--- src/rtl/mpa_pkg.sv ---
// Package for the signal phase arbiter: payload structs, register and policy codes,
// field widths and scoring constants. No dependencies.
`default_nettype none

package mpa_pkg;

	localparam int IO_LANES     = 4;
	localparam int ARR_W        = 6;
	localparam int Q_W          = 6;
	localparam int IDX_MAX_W    = 4;
	localparam int GREEN_W      = 2;
	localparam int CFG_IDX_W    = 3;
	localparam int CFG_DATA_W   = 16;
	localparam int PRIO_W       = 4;
	localparam int QUANT_W      = 8;
	localparam int STARVE_W     = 16;
	localparam int WAIT_OUT_W   = 16;
	localparam int TOT_S_W      = 32;
	localparam int TOT_W_W      = 40;
	localparam int HYBRID_BOOST = 15;
	localparam int PRIO_SCALE   = 5;

	typedef enum logic [1:0] {
		POL_RR,
		POL_STATIC,
		POL_AGING,
		POL_HYBRID
	} policy_t;

	typedef enum logic [CFG_IDX_W-1:0] {
		CFG_POLICY,
		CFG_QUANTUM,
		CFG_PRIO_0,
		CFG_PRIO_1,
		CFG_PRIO_2,
		CFG_PRIO_3,
		CFG_QUEUE_LIMIT,
		CFG_STARVE_AGE
	} cfg_reg_t;

	typedef logic [IO_LANES-1:0][PRIO_W-1:0] prio_arr_t;

	typedef struct packed {
		logic [ARR_W-1:0] arrivals_0;
		logic [ARR_W-1:0] arrivals_1;
		logic [ARR_W-1:0] arrivals_2;
		logic [ARR_W-1:0] arrivals_3;
	} in_t;

	typedef struct packed {
		logic [GREEN_W-1:0]    green;
		logic                  switched;
		logic                  served_now;
		logic [WAIT_OUT_W-1:0] served_wait;
		logic [Q_W-1:0]        queue_0;
		logic [Q_W-1:0]        queue_1;
		logic [Q_W-1:0]        queue_2;
		logic [Q_W-1:0]        queue_3;
		logic [IO_LANES-1:0]   starve_mask;
		logic [TOT_S_W-1:0]    served_cnt;
		logic [TOT_W_W-1:0]    wait_cnt;
	} out_t;

	typedef struct packed {
		logic [IDX_MAX_W-1:0] next;
		logic [IDX_MAX_W-1:0] rr_next;
		logic [IO_LANES-1:0]  hyb_mask;
	} pick_t;

endpackage

`default_nettype wire

--- src/rtl/mpa_queue_update.sv ---
// Per-approach arrival add, limit clamp and age advance for one tick.
// Depends on mpa_pkg.
`default_nettype none

module mpa_queue_update #(
	parameter int APPROACHES = 4,
	parameter int AGE_BITS   = 16
) (
	input  mpa_pkg::in_t            arrivals,
	input  logic [mpa_pkg::Q_W-1:0] queue_limit,
	input  logic [mpa_pkg::Q_W-1:0] queue_cur [APPROACHES],
	input  logic [AGE_BITS-1:0]     age_cur   [APPROACHES],
	output logic [mpa_pkg::Q_W-1:0] queue_new [APPROACHES],
	output logic [AGE_BITS-1:0]     age_new   [APPROACHES]
);
	import mpa_pkg::*;

	logic [IO_LANES-1:0][ARR_W-1:0] arr;

	assign arr = {arrivals.arrivals_3, arrivals.arrivals_2,
		arrivals.arrivals_1, arrivals.arrivals_0};

	always_comb begin
		logic [Q_W:0] sum;
		logic [ARR_W-1:0] a;
		for (int i = 0; i < APPROACHES; i++) begin
			a = (i < IO_LANES) ? arr[i % IO_LANES] : '0;
			sum = {1'b0, queue_cur[i]} + (Q_W+1)'(a);
			if (sum > {1'b0, queue_limit}) begin
				queue_new[i] = queue_limit;
			end else begin
				queue_new[i] = sum[Q_W-1:0];
			end
			if ((queue_new[i] != '0) && (age_cur[i] != '1)) begin
				age_new[i] = age_cur[i] + 1'b1;
			end else begin
				age_new[i] = age_cur[i];
			end
		end
	end

endmodule

`default_nettype wire

--- src/rtl/mpa_policy_pick.sv ---
// Green selection for the four policies: round robin, static priority,
// aging score and hybrid score with starvation boost. Depends on mpa_pkg.
`default_nettype none

module mpa_policy_pick #(
	parameter int APPROACHES = 4,
	parameter int AGE_BITS   = 16,
	parameter int IW         = 2
) (
	input  mpa_pkg::policy_t             policy,
	input  mpa_pkg::prio_arr_t           prio,
	input  logic [mpa_pkg::STARVE_W-1:0] starve_age,
	input  logic [IW-1:0]                rr_pointer,
	input  logic [APPROACHES-1:0]        waiting,
	input  logic [AGE_BITS-1:0]          age [APPROACHES],
	output mpa_pkg::pick_t               pick
);
	import mpa_pkg::*;

	localparam int SW = AGE_BITS + 1;
	localparam int XW = (AGE_BITS > STARVE_W) ? AGE_BITS : STARVE_W;

	function automatic logic [IW-1:0] wrap_inc(input logic [IW-1:0] v);
		logic [IW:0] s;
		s = {1'b0, v} + 1'b1;
		if (s >= (IW+1)'(APPROACHES)) begin
			s = '0;
		end
		return s[IW-1:0];
	endfunction

	logic [IW-1:0]         rr_sel, rr_nxt, st_sel, sc_sel;
	logic [IO_LANES-1:0]   hmask;

	// round robin from the pointer
	always_comb begin
		logic found;
		logic [IW:0] idx;
		found  = 1'b0;
		rr_sel = wrap_inc(rr_pointer);
		rr_nxt = rr_sel;
		for (int k = 0; k < APPROACHES; k++) begin
			idx = {1'b0, rr_pointer} + (IW+1)'(k);
			if (idx >= (IW+1)'(APPROACHES)) begin
				idx = idx - (IW+1)'(APPROACHES);
			end
			if (!found && waiting[idx[IW-1:0]]) begin
				found  = 1'b1;
				rr_sel = idx[IW-1:0];
				rr_nxt = wrap_inc(idx[IW-1:0]);
			end
		end
	end

	// static priority, ties to the lowest index
	always_comb begin
		logic found;
		logic [PRIO_W-1:0] best_p, p;
		found  = 1'b0;
		best_p = '0;
		st_sel = '0;
		for (int i = 0; i < APPROACHES; i++) begin
			p = (i < IO_LANES) ? prio[i % IO_LANES] : '0;
			if (waiting[i] && (!found || (p > best_p))) begin
				found  = 1'b1;
				best_p = p;
				st_sel = IW'(i);
			end
		end
	end

	// aging or hybrid score: 5*prio + age, plus boost above starve_age (hybrid only)
	always_comb begin
		logic found;
		logic [SW-1:0] best_s, s;
		logic [PRIO_W-1:0] p;
		logic over;
		found  = 1'b0;
		best_s = '0;
		sc_sel = '0;
		hmask  = '0;
		for (int i = 0; i < APPROACHES; i++) begin
			p = (i < IO_LANES) ? prio[i % IO_LANES] : '0;
			s = SW'(p) * SW'(PRIO_SCALE) + SW'(age[i]);
			over = (XW'(age[i]) > XW'(starve_age)) && (policy == POL_HYBRID);
			if (over) begin
				s = s + SW'(HYBRID_BOOST);
				if (i < IO_LANES) begin
					hmask[i % IO_LANES] = 1'b1;
				end
			end
			if (waiting[i] && (!found || (s > best_s))) begin
				found  = 1'b1;
				best_s = s;
				sc_sel = IW'(i);
			end
		end
	end

	always_comb begin
		pick.rr_next  = IDX_MAX_W'(rr_nxt);
		pick.hyb_mask = hmask;
		unique case (policy)
			POL_RR:     pick.next = IDX_MAX_W'(rr_sel);
			POL_STATIC: pick.next = IDX_MAX_W'(st_sel);
			POL_AGING,
			POL_HYBRID: pick.next = IDX_MAX_W'(sc_sel);
			default:    pick.next = IDX_MAX_W'(sc_sel);
		endcase
	end

endmodule

`default_nettype wire

--- src/rtl/multi_policy_signal_phase_arbiter.sv ---
// Signal phase arbiter top: config registers, arbiter state, serve and totals, result register.
// Result registered, valid in the cycle after input transfer. Throughput: one tick per cycle
// while in_ready holds, set by the combinational queue update, policy compare and serve path
// into the result register; a new input is taken whenever it is empty or being drained.
// Reset (arst_n low, asynchronous): queues, ages, green, quantum counter, round-robin pointer
// and totals clear; registers load policy 2, quantum 4, prio 4,3,2,1, limit 50, starve age 50.
`default_nettype none

module multi_policy_signal_phase_arbiter #(
	parameter int APPROACHES = 4,
	parameter int AGE_BITS   = 16
) (
	input  logic                           clk,
	input  logic                           arst_n,
	input  logic                           cfg_we,
	input  logic [mpa_pkg::CFG_IDX_W-1:0]  cfg_idx,
	input  logic [mpa_pkg::CFG_DATA_W-1:0] cfg_wdata,
	input  logic                           in_valid,
	output logic                           in_ready,
	input  mpa_pkg::in_t                   in_data,
	output logic                           out_valid,
	input  logic                           out_ready,
	output mpa_pkg::out_t                  out_data
);
	import mpa_pkg::*;

	localparam int IW = $clog2(APPROACHES);

	policy_t                policy_q;
	logic [QUANT_W-1:0]     quantum_q;
	prio_arr_t              prio_q;
	logic [Q_W-1:0]         qlimit_q;
	logic [STARVE_W-1:0]    starve_age_q;

	logic [Q_W-1:0]         queue_q [APPROACHES];
	logic [AGE_BITS-1:0]    age_q   [APPROACHES];
	logic [IW-1:0]          green_q;
	logic                   green_valid_q;
	logic [QUANT_W-1:0]     ticks_q;
	logic [IW-1:0]          rr_q;
	logic [TOT_S_W-1:0]     total_s_q;
	logic [TOT_W_W-1:0]     total_w_q;
	logic                   out_valid_q;
	out_t                   out_data_q;

	logic [Q_W-1:0]         queue_upd [APPROACHES];
	logic [AGE_BITS-1:0]    age_upd   [APPROACHES];
	logic [Q_W-1:0]         queue_fin [APPROACHES];
	logic [AGE_BITS-1:0]    age_fin   [APPROACHES];
	logic [APPROACHES-1:0]  waiting;
	pick_t                  pick;

	logic                   xfer_in;
	logic                   need;
	logic [IW-1:0]          g;
	logic                   serve;
	logic [AGE_BITS-1:0]    g_age;
	logic [IO_LANES-1:0]    mask;
	logic [QUANT_W-1:0]     ticks_d;
	logic [TOT_S_W-1:0]     total_s_d;
	logic [TOT_W_W-1:0]     total_w_d;
	logic [TOT_W_W:0]       wsum;
	logic [AGE_BITS+WAIT_OUT_W-1:0] g_age_ext;
	logic [IDX_MAX_W-1:0]   g_ext;
	out_t                   res;

	assign in_ready  = !out_valid_q || out_ready;
	assign xfer_in   = in_valid && in_ready;
	assign out_valid = out_valid_q;
	assign out_data  = out_data_q;

	mpa_queue_update #(
		.APPROACHES(APPROACHES),
		.AGE_BITS  (AGE_BITS)
	) u_queue (
		.arrivals   (in_data),
		.queue_limit(qlimit_q),
		.queue_cur  (queue_q),
		.age_cur    (age_q),
		.queue_new  (queue_upd),
		.age_new    (age_upd)
	);

	always_comb begin
		for (int i = 0; i < APPROACHES; i++) begin
			waiting[i] = (queue_upd[i] != '0);
		end
	end

	mpa_policy_pick #(
		.APPROACHES(APPROACHES),
		.AGE_BITS  (AGE_BITS),
		.IW        (IW)
	) u_pick (
		.policy    (policy_q),
		.prio      (prio_q),
		.starve_age(starve_age_q),
		.rr_pointer(rr_q),
		.waiting   (waiting),
		.age       (age_upd),
		.pick      (pick)
	);

	always_comb begin
		need  = !green_valid_q || (ticks_q == '0);
		g     = need ? pick.next[IW-1:0] : green_q;
		serve = waiting[g];
		g_age = age_upd[g];

		mask = (need && (policy_q == POL_HYBRID)) ? pick.hyb_mask : '0;
		if (need && green_valid_q && (g != green_q) && waiting[green_q]) begin
			for (int j = 0; j < IO_LANES; j++) begin
				if (int'(green_q) == j) begin
					mask[j] = 1'b1;
				end
			end
		end

		for (int i = 0; i < APPROACHES; i++) begin
			queue_fin[i] = queue_upd[i];
			age_fin[i]   = age_upd[i];
			if (serve && (int'(g) == i)) begin
				queue_fin[i] = queue_upd[i] - 1'b1;
				age_fin[i]   = '0;
			end
		end

		if (need) begin
			ticks_d = (quantum_q == '0) ? '0 : quantum_q - 1'b1;
		end else begin
			ticks_d = ticks_q - 1'b1;
		end

		// totals count served vehicles and sum their wait ages, both saturating
		total_s_d = total_s_q;
		total_w_d = total_w_q;
		wsum = {1'b0, total_w_q} + (TOT_W_W+1)'(g_age);
		if (serve) begin
			if (total_s_q != '1) begin
				total_s_d = total_s_q + 1'b1;
			end
			total_w_d = wsum[TOT_W_W] ? '1 : wsum[TOT_W_W-1:0];
		end

		g_age_ext = (AGE_BITS+WAIT_OUT_W)'(g_age);
		g_ext     = IDX_MAX_W'(g);

		res.green       = g_ext[GREEN_W-1:0];
		res.switched    = need;
		res.served_now  = serve;
		res.served_wait = serve ? g_age_ext[WAIT_OUT_W-1:0] : '0;
		res.queue_0     = (0 < APPROACHES) ? queue_fin[0 % APPROACHES] : '0;
		res.queue_1     = (1 < APPROACHES) ? queue_fin[1 % APPROACHES] : '0;
		res.queue_2     = (2 < APPROACHES) ? queue_fin[2 % APPROACHES] : '0;
		res.queue_3     = (3 < APPROACHES) ? queue_fin[3 % APPROACHES] : '0;
		res.starve_mask = mask;
		res.served_cnt  = total_s_d;
		res.wait_cnt    = total_w_d;
	end

	always_ff @(posedge clk or negedge arst_n) begin
		if (!arst_n) begin
			policy_q     <= POL_AGING;
			quantum_q    <= QUANT_W'(4);
			prio_q       <= {PRIO_W'(1), PRIO_W'(2), PRIO_W'(3), PRIO_W'(4)};
			qlimit_q     <= Q_W'(50);
			starve_age_q <= STARVE_W'(50);
		end else if (cfg_we) begin
			unique case (cfg_reg_t'(cfg_idx))
				CFG_POLICY:      policy_q     <= policy_t'(cfg_wdata[1:0]);
				CFG_QUANTUM:     quantum_q    <= cfg_wdata[QUANT_W-1:0];
				CFG_PRIO_0:      prio_q[0]    <= cfg_wdata[PRIO_W-1:0];
				CFG_PRIO_1:      prio_q[1]    <= cfg_wdata[PRIO_W-1:0];
				CFG_PRIO_2:      prio_q[2]    <= cfg_wdata[PRIO_W-1:0];
				CFG_PRIO_3:      prio_q[3]    <= cfg_wdata[PRIO_W-1:0];
				CFG_QUEUE_LIMIT: qlimit_q     <= cfg_wdata[Q_W-1:0];
				CFG_STARVE_AGE:  starve_age_q <= cfg_wdata[STARVE_W-1:0];
				default: ;
			endcase
		end
	end

	always_ff @(posedge clk or negedge arst_n) begin
		if (!arst_n) begin
			for (int i = 0; i < APPROACHES; i++) begin
				queue_q[i] <= '0;
				age_q[i]   <= '0;
			end
			green_q       <= '0;
			green_valid_q <= 1'b0;
			ticks_q       <= '0;
			rr_q          <= '0;
			total_s_q     <= '0;
			total_w_q     <= '0;
		end else if (xfer_in) begin
			for (int i = 0; i < APPROACHES; i++) begin
				queue_q[i] <= queue_fin[i];
				age_q[i]   <= age_fin[i];
			end
			green_q       <= g;
			green_valid_q <= 1'b1;
			ticks_q       <= ticks_d;
			if (need && (policy_q == POL_RR)) begin
				rr_q <= pick.rr_next[IW-1:0];
			end
			total_s_q <= total_s_d;
			total_w_q <= total_w_d;
		end
	end

	always_ff @(posedge clk or negedge arst_n) begin
		if (!arst_n) begin
			out_valid_q <= 1'b0;
		end else if (in_ready) begin
			out_valid_q <= in_valid;
		end
	end

	always_ff @(posedge clk) begin
		if (xfer_in) begin
			out_data_q <= res;
		end
	end

`ifndef SYNTHESIS
	a_xfer_gives_result: assert property (@(posedge clk) disable iff (!arst_n)
		xfer_in |=> out_valid)
		else $error("transfer accepted but no result registered");

	a_green_stays_valid: assert property (@(posedge clk) disable iff (!arst_n)
		green_valid_q |=> green_valid_q)
		else $error("green lost after first decision");

	a_first_tick_switches: assert property (@(posedge clk) disable iff (!arst_n)
		(xfer_in && !green_valid_q) |=> out_data.switched)
		else $error("first tick made no scheduling decision");

	a_no_serve_no_wait: assert property (@(posedge clk) disable iff (!arst_n)
		(out_valid && !out_data.served_now) |-> (out_data.served_wait == '0))
		else $error("served_wait nonzero without a served vehicle");
`endif

endmodule

`default_nettype wire
--- config.mk ---
export PLATFORM = sky130hd
export DESIGN_NAME = multi_policy_signal_phase_arbiter
export DESIGN_NICKNAME = d
export VERILOG_FILES = /design/src/rtl/mpa_pkg.sv /design/src/rtl/mpa_queue_update.sv /design/src/rtl/mpa_policy_pick.sv /design/src/rtl/multi_policy_signal_phase_arbiter.sv
export SDC_FILE = /design/constraint.sdc
export NUM_CORES = 1
export LEC_CHECK = 0
export BUFFER_PORTS_ARGS = -buffer_cell sky130_fd_sc_hd__buf_2
export CELL_PAD_IN_SITES_DETAIL_PLACEMENT = 1
export CELL_PAD_IN_SITES_GLOBAL_PLACEMENT = 1
export CORE_ASPECT_RATIO = 1.4
export CORE_MARGIN = 4
export CORE_UTILIZATION = 45
export CTS_BUF_LIST = sky130_fd_sc_hd__clkbuf_4 sky130_fd_sc_hd__clkbuf_8 sky130_fd_sc_hd__clkbuf_16
export CTS_CLUSTER_SIZE = 24
export DETAILED_ROUTE_END_ITERATION = 16
export PLACE_DENSITY = 0.77
export REMOVE_ABC_BUFFERS = 1
export SLEW_MARGIN = 5
export SYNTH_ARGS = -nofsm -noshare
export SYNTH_HDL_FRONTEND = slang
export SYNTH_SLANG_ARGS = --single-unit
--- constraint.sdc ---
create_clock -name clk -period 50.4 [get_ports clk]
set_input_delay 10.08 -clock clk [delete_from_list [all_inputs] [get_ports clk]]
set_output_delay 10.08 -clock clk [all_outputs]
set_load 0.03 [all_outputs]
Yosys cells after proc, flatten, opt, wreduce, memory -nomap -nowiden:

Cells that the tools add are included.

* latch bits: 0
* output and inout port bits: 122
* word-level logic and storage cells: 280
* register bits after elaboration: 342
* bits of input ports: 48
* memory bits (read-only): 0
* memories: 0
* RAM bits: 0

* div/mod/pow operators: 0
* shift operators: 0
* $add $sub $neg: 35
* equal/unequal tests: 22
* muxes and demuxes: 90
* multiply operators: 4
* bitwise logic cells: 1
* magnitude comparators: 29
* reduce and logical (&&, ||, !) cells: 65

Operators with widths (number)
* 16-bit 2-to-1 mux: 10
* 17-bit 2-to-1 mux: 7
* 40-bit 2-to-1 mux: 2
* 17-bit by 4-bit adder with 17-bit output (second input constant): 4
* 7-bit by 16-bit adder with 17-bit output: 4
* 16-bit by 1-bit adder with 16-bit output (second input constant): 4
* 16-bit > comparator: 4
* 32-bit 2-to-1 mux: 2
* 16-bit inequality test (second input constant): 4
* 17-bit > comparator: 3
* 6-bit 2-to-1 mux: 8
* 2-bit 2-to-1 mux: 22
* 40-bit by 16-bit adder with 41-bit output: 1
* 32-bit by 1-bit adder with 32-bit output (second input constant): 1
* 16-bit binary-select mux with 2-bit select: 1
* 32-bit inequality test (second input constant): 1
* 6-bit by 6-bit adder with 7-bit output: 4
* 7-bit by 6-bit > comparator with 1-bit output: 4
* 4-bit by 3-bit multiplier with 7-bit output (second input constant): 4
* 1-bit logical AND: 27
* 3-bit >= comparator (second input constant): 8
* 1-bit 2-to-1 mux: 24
* 6-bit nonzero test: 4
* 6-bit by 1-bit subtractor with 6-bit output (second input constant): 4
* 25 further kinds: 89

Depth between registers and ports, before layout:

Gate-level depths: netlist of run 1.

* depth in word-level cells: 31
* gate-level depth with buffers: 90
* depth with buffers taken out: 85

Hierarchy:

From an unflattened synthesis of run 1, not the netlist that was laid out.

* cell total of the unflattened synthesis: 3083
* area, all modules: 27614.0 um^2

Modules (own cells, without submodules)
* multi_policy_signal_phase_arbiter: cells each 1455, area each 15979.1 um^2, seq. area each 9175.0 um^2, times used 1
* mpa_policy_pick: cells each 1127, area each 8177.8 um^2, seq. area each 0.0 um^2, times used 1
* mpa_queue_update: cells each 501, area each 3457.1 um^2, seq. area each 0.0 um^2, times used 1

Worst setup path after synthesis of run 1:

Ideal clock, no wire load.

* path kind: input port to flip-flop
* from: input port in_data[19] in the netlist's numbering
* to: register out_data_q, in the netlist out_data[25] (data pin)
* data required time: 50.139 ns
* slack: 23.773 ns
* stages: 84
* arrival time: 26.367 ns
* setup time: 0.261 ns
* buffers on the path: 7
* path through: ha_1 a211o_1 a31oi_1 o21ai_0 xnor2_1 ha_1 a211oi_1 nand2_1 o22a_1 nor2_1 clkbuf_1 a21oi_1 ha_1 o211ai_1 a211oi_2 a211oi_1 nand4_1 xnor2_1 (+48 left out) a21oi_1 inv_1 ha_1 a21o_1 a21oi_1 o21ai_0 a21oi_1 nor2b_1 nor2_1 o21ai_0 o211a_1 a41oi_1 a21oi_1 nand2_1 clkbuf_1 nor3_1 xnor2_1 nand2_1

RTL lines
* from (decl): RTL line multi_policy_signal_phase_arbiter.sv:20 `input mpa_pkg::in_t in_data,`
* to (signal assigned): RTL line multi_policy_signal_phase_arbiter.sv:221 `out_data_q <= res;`
* to (decl): RTL line multi_policy_signal_phase_arbiter.sv:44 `out_t out_data_q;`

==> results of run 1 <==
cells in the mapped netlist (41+ instances only):
library cell	instances
edfxtp_1	120
a21o_1	50
o21ai_0	122
xnor2_1	154
nor3_1	73
nand2_1	341
dfrtp_1	209
nand4_1	61
nor2_1	231
clkbuf_1	86
and3_1	48
nand3_1	111
ha_1	260
mux2_2	79
a31oi_1	51
xor2_1	115
a21oi_1	149
o31ai_1	41
inv_1	172
critical path: cells and delay by family:
family / cells / cell delay [ns]
XOR/XNOR: 3 / 0.98
AND/OR/NAND/NOR: 19 / 4.31
multiplexers: 3 / 0.98
AO/OA/AOI/OAI: 40 / 9.54
adder cells (fa/ha/maj): 11 / 3.15
buffers and inverters: 6 / 1.03
final cells by class:
class / instances / area [sq um] / area share
multi-input combinational: 2396 / 17000 / 0.5586
clock inverter: 18 / 224.0 / 0.007359
sequential: 342 / 9175 / 0.3015
antenna: 1 / 2.502 / 0.00008222
clock buffer: 54 / 1149 / 0.03774
inverter: 177 / 676.9 / 0.02224
timing repair buffer: 214 / 1194 / 0.03922
tap: 810 / 1013 / 0.03330
where the power goes:
| group | internal (mW) | switching (mW) |
|---|---|---|
| clock network | 0.178 | 0.132 |
| logic | 0.538 | 0.938 |
| registers | 0.380 | 0.0570 |
| total | 1.09 | 1.13 |
state kept, by name, indices dropped and copies added, names as in the netlist:
signal / cells
policy_q: 2
age_q: 64
qlimit_q: 6
out_valid: 1
prio_q: 16
queue_q: 24
ticks_q: 8
rr_q: 2
total_s_q: 32
quantum_q: 8
green_q: 2
starve_age_q: 16
out_data: 120
total_w_q: 40
green_valid_q: 1
worst paths after layout:
kind                             startpoint             to
worst min-delay path             queue_q[0]     queue_q[0]
worst min register to register   queue_q[0]     queue_q[0]
worst max-delay path            in_data[19]   out_data[18]
max in group asynchronous            arst_n  total_s_q[31]
worst max register to register  queue_q[19]   out_data[18]
min in group asynchronous            arst_n      age_q[57]
cells by family after synthesis:
family | Yosys count | synth area share
muxes | 114 | 0.04810
DFF | 342 | 0.3362
xor gates and xnor gates | 270 | 0.08716
AOI/OAI and AO/OA | 650 | 0.1579
and+or+nand+nor | 1085 | 0.1970
buffers and inverters | 291 | 0.04200
adders and majority gates | 277 | 0.1317
per-layer routing:
layer / GRT usage / vias up / part of all wire
met5: 0 / - / 0
li1: - / 11247 / -
met1: 0.3047 / 12096 / 0.37
met3: 0.04157 / 276 / 0.039
met2: 0.5411 / 591 / 0.52
met4: 0.1740 / 0 / 0.073
per-stage QoR:
stage               hold slack, ns  setup WS (ns)  cells
floorplan                   0.4498          22.78   2915
global placement            0.4700          20.83   3939
detailed placement          0.4785          20.38   3939
CTS                         0.4947          20.79   4011
global route                0.5233          18.96   4011
finish                      0.4975          20.58   4012
==> impl_metrics.csv, run 1 <==
group,metric,value,unit
timing,rsz0062_at_grt,"no",
synthesis,ys_ff_latch,342,
cells_and_area,final_nets,3495,
critical_path,required,50.71,ns
global_routing,grt_max_degree,105,
timing,fin_skew,0.03321,ns
timing,min_period_over_period,0.5916,
detailed_routing,antenna_left,0,
placed_design,io_buffers,169,
cts,root_buffer,"clkbuf_16",
cts,clk_path_buf_depth,3,
detailed_routing,wl_per_cell,23.94,um
synthesis,post_synth.cell_area_avg,9.009,sq um
cells_and_area,fin_util,0.5077,
floorplanning,dieHeight,299.4,um
detailed_routing,drt_iter0_markers,1262,
cts,cts_buffers,39,
critical_path,critPathLaunchType,"input port",
global_routing,track_usage,0.2892,
hold_path,hold_class,"reg2reg",
cells_and_area,fillers,7015,
placed_design,post_dp_cell_area,29060,sq um
synthesis,syn_inst,3029,
cts,holdBufCountCts,0,
synthesis,syn-cell-area,27290,sq um
synthesis,ys_seq_area_frac,0.3362,
critical_path,cp_max_fo,51,
cells_and_area,design_area,30440,sq um
cts,clock_sink_count,342,
timing,setup_viol,0,
run_status,status,"finished clean",
timing,finalHoldViolCount,0,
detailed_routing,first_pass_iters,7,
hold_path,min_path_cells,2,
cells_and_area,area_delta_synth_final,11.53,%
floorplanning,die_x,216.1,um
floorplanning,pin_count,170,
cts,clk_latency,0.59,ns
synthesis,ys_warn_count,0,
global_routing,grt_pass1_wl,148.5,mm
timing,fin_crit,29.82,ns
cts,clkTransAtPathRegs,0.06,ns
critical_path,worst_path_max_delay_cell,"o211ai_1",
cts,cts_setup_buffers,0,
critical_path,r2r_cells,81,
critical_path,critPathMaxStageDelay,0.80,ns
synthesis,synth_top_cells_by_area,"dfrtp_1 (19%), edfxtp_1 (13%), ha_1 (12%)",
critical_path,endpoint_kind,"register",
power,pwr_density_cell,72.99,nW/um^2
synthesis,synth_top_area_share,0.1917,
timing,tightest_slew,1.207,ns
floorplanning,rows,106,
synthesis,synth_edf_count,120,
synthesis,ys_types,106,
timing,fmax,33.54,MHz
cts,htreeDepth,2,
timing,max-slew-margin-rel,0.1907,
timing,drv_slew,0,
critical_path,arrival,30.13,ns
synthesis,synthArstFlopShare,0.6491,
power,power,2.221,mW
cts,cts_resized,0,
floorplanning,initial_core_util,0.4552,
detailed_routing,vias,24210,
global_routing,grt_pass1_vias,26106,
synthesis,synthFlopType,"dfrtp_1",
job,cap_violations,0,
cells_and_area,final_common_cell,"nand2_1",
global_routing,grt-ovfl-total,0,
power,p_leak,13.64,nW
floorplanning,coreArea,59950,sq um
synthesis,yosys.area.top_type,"dfrtp_1",
critical_path,r2r_setup_slack,29.80,ns
global_routing,antenna_found_initial,0,
timing,setup_tns,0,ns
floorplanning,dieArea,64700,sq um
cells_and_area,drive_above_1_share,0.1384,
placed_design,gp_congestion,0.9601,
power,vdd_drop_max,0.06811,mV
cts,cts_tree,"built",
detailed_routing,vias_per_cell,6.034,
critical_path,crit_type,"in2reg",
detailed_routing,wl,96.07,mm
placed_design,place_hpwl,74.23,mm
cells_and_area,final_cell_mix,"nand2_1 (340), ha_1 (260), nor2_1 (231)",
detailed_routing,route.detailed.drc,0,
No activity file was read; power rests on OpenSTA's default activity.
==> run 2, diff against run 1 <==
Settings changed: CORE_UTILIZATION 45 to 44, PLACE_DENSITY 0.77 to 0.78.
Clock period 50.4 ns to 26.7 ns, I/O delays scaled along.
==> impl_metrics.csv, run 2 (synthesis results as in run 1) <==
group,metric,value,unit
cts,clock_sink_count,342,
timing,fin_crit,25.06,ns
job,cap_violations,0,
hold_path,hold_class,"reg2reg",
detailed_routing,antenna_left,0,
power,vdd_drop_max,0.1083,mV
timing,rsz0062_at_grt,"no",
critical_path,critPathLaunchType,"input port",
detailed_routing,wl,96.43,mm
cells_and_area,final_nets,3498,
floorplanning,die_x,218.5,um
cts,cts_setup_buffers,0,
global_routing,grt-busiest-layer,"met2",
timing,setup_tns,0,ns
power,power,4.212,mW
power,p_leak,13.67,nW
detailed_routing,first_pass_iters,5,
floorplanning,rows,107,
power,pwr_density_cell,138.2,nW/um^2
critical_path,cpMostUsedCell,"a21oi_1",
cts,clk_latency,0.59,ns
floorplanning,dieHeight,302.7,um
detailed_routing,vias_per_cell,6.020,
global_routing,grt.met1_usage,0.3045,
cells_and_area,largest_register_ffs,120,
cts,clkTransAtPathRegs,0.06,ns
timing,drv_slew,0,
detailed_routing,vias,24199,
global_routing,grt_pass1_wl,150.4,mm
global_routing,met2_usage,0.5421,
placed_design,place_hpwl,74.65,mm
timing,fmax,39.90,MHz
critical_path,timing.rr.end,"total_w_q[35]",
critical_path,reg2reg_from,"queue_q[19]",
detailed_routing,drt_iter0_markers,1135,
floorplanning,coreArea,61180,sq um
placed_design,io_buffers,169,
critical_path,worst_path_max_delay_cell,"xnor2_1",
floorplanning,dieArea,66120,sq um
cts,htreeDepth,2,
cells_and_area,drive_above_1_share,0.1389,
hold_path,min_path_cells,2,
timing,fin_skew,0.02523,ns
cts,holdBufCountCts,0,
detailed_routing,route.detailed.drc,0,
placed_design,dp_slack,1.320,ns
critical_path,arrival,25.52,ns
critical_path,r2r_setup_slack,6.11,ns
placed_design,gp_congestion,1.056,
timing,finalHoldViolCount,0,
cts,cts_tree,"built",
timing,max-slew-margin-rel,0.1894,
timing,setup_viol,0,
global_routing,grt_max_degree,85,
timing,tightest_slew,1.211,ns
hold_path,hp-start,"queue_q[6]",
critical_path,cp_max_fo,34,
critical_path,critPathMaxStageDelay,0.61,ns
global_routing,use_met3,0.03947,
global_routing,antenna_found_initial,0,
cts,cts_resized,0,
global_routing,grt-ovfl-total,0,
cts,clk_path_buf_depth,3,
cells_and_area,final_cell_mix,"nand2_1 (340), ha_1 (260), nor2_1 (231)",
critical_path,required,27.16,ns
cts,root_buffer,"clkbuf_16",
critical_path,crit_type,"in2reg",
cells_and_area,fillers,7229,
cells_and_area,final_common_cell,"nand2_1",
timing,min_period_over_period,0.9387,
global_routing,grt_pass1_vias,26772,
floorplanning,pin_count,170,
global_routing,track_usage,0.2882,
critical_path,r2r_cells,81,
hold_path,min_to,"queue_q[6]",
run_status,status,"finished clean",
floorplanning,initial_core_util,0.4460,
critical_path,endpoint_kind,"register",
cells_and_area,area_delta_synth_final,11.71,%
cells_and_area,antenna_cells,0,
timing,setup_slack,1.637,ns
detailed_routing,wl_per_cell,23.99,um
cts,cts_buffers,39,
==> run 2: cell count changes in the layout (fill, tap and decap cells not counted), sizes merged <==
cell	previous run	this run
clkinvlp	3	0
clkbuf	54	52
buf	214	217
diode	1	0
clkinv	11	14
bufinv	3	4
==> run 2: how the worst max path moves through the flow <==
stage	slack (ns)	cells after the start	from	end
floorplan	3.82	76	in_data[19]	total_w_q[37]
global placement	1.87	82	in_data[19]	total_w_q[35]
detailed placement	1.32	82	in_data[19]	total_w_q[35]
CTS	1.80	82	in_data[19]	total_w_q[35]
global route	0.50	83	in_data[19]	total_w_q[39]
finish	1.64	82	in_data[19]	total_w_q[35]
==> run 2: metal layers <==
layer | routed length [um] | vias to the layer above
met4 | 6823 | 0
met5 | 0 | -
met3 | 3772 | 260
li1 | - | 11231
met1 | 35460 | 12104
met2 | 50380 | 604
==> run 2: report_power, final <==
group          total [mW]  internal [mW]  switching [mW]
registers           0.827          0.717           0.110
logic                2.80           1.02            1.78
clock network       0.587          0.347           0.240
==> run 2: cell type report <==
type / instances / area (sq um) / area share
clock buffers: 52 / 1157 / 0.03796
clock inverters: 19 / 230.2 / 0.007552
inverters: 177 / 676.9 / 0.02220
multi-input cells: 2396 / 17010 / 0.5579
flip-flops and latches: 342 / 9175 / 0.3010
well taps: 817 / 1022 / 0.03353
repair buffers: 217 / 1216 / 0.03989
==> run 2: worst max-delay path: cells and delay by family <==
family                   cells  cell delay (ns)
AO/OA/AOI/OAI               38             9.42
AND/OR/NAND/NOR             21             4.65
adder cells (fa/ha/maj)      9             3.12
buffers and inverters        9             1.52
XOR/XNOR                     3             1.02
multiplexers                 2             0.40
==> run 2: through the flow <==
stage               std cells  instance area, sq um  utilization  hold WS, ns
floorplan                2915                 26810            -       0.4498
global placement         3949                 29100       0.4756       0.4715
detailed placement       3949                 29100       0.4756       0.4795
CTS                      4020                 30490       0.4983       0.4942
global route             4020                 30490       0.4983       0.5256
finish                   4020                 30490       0.4983       0.4950
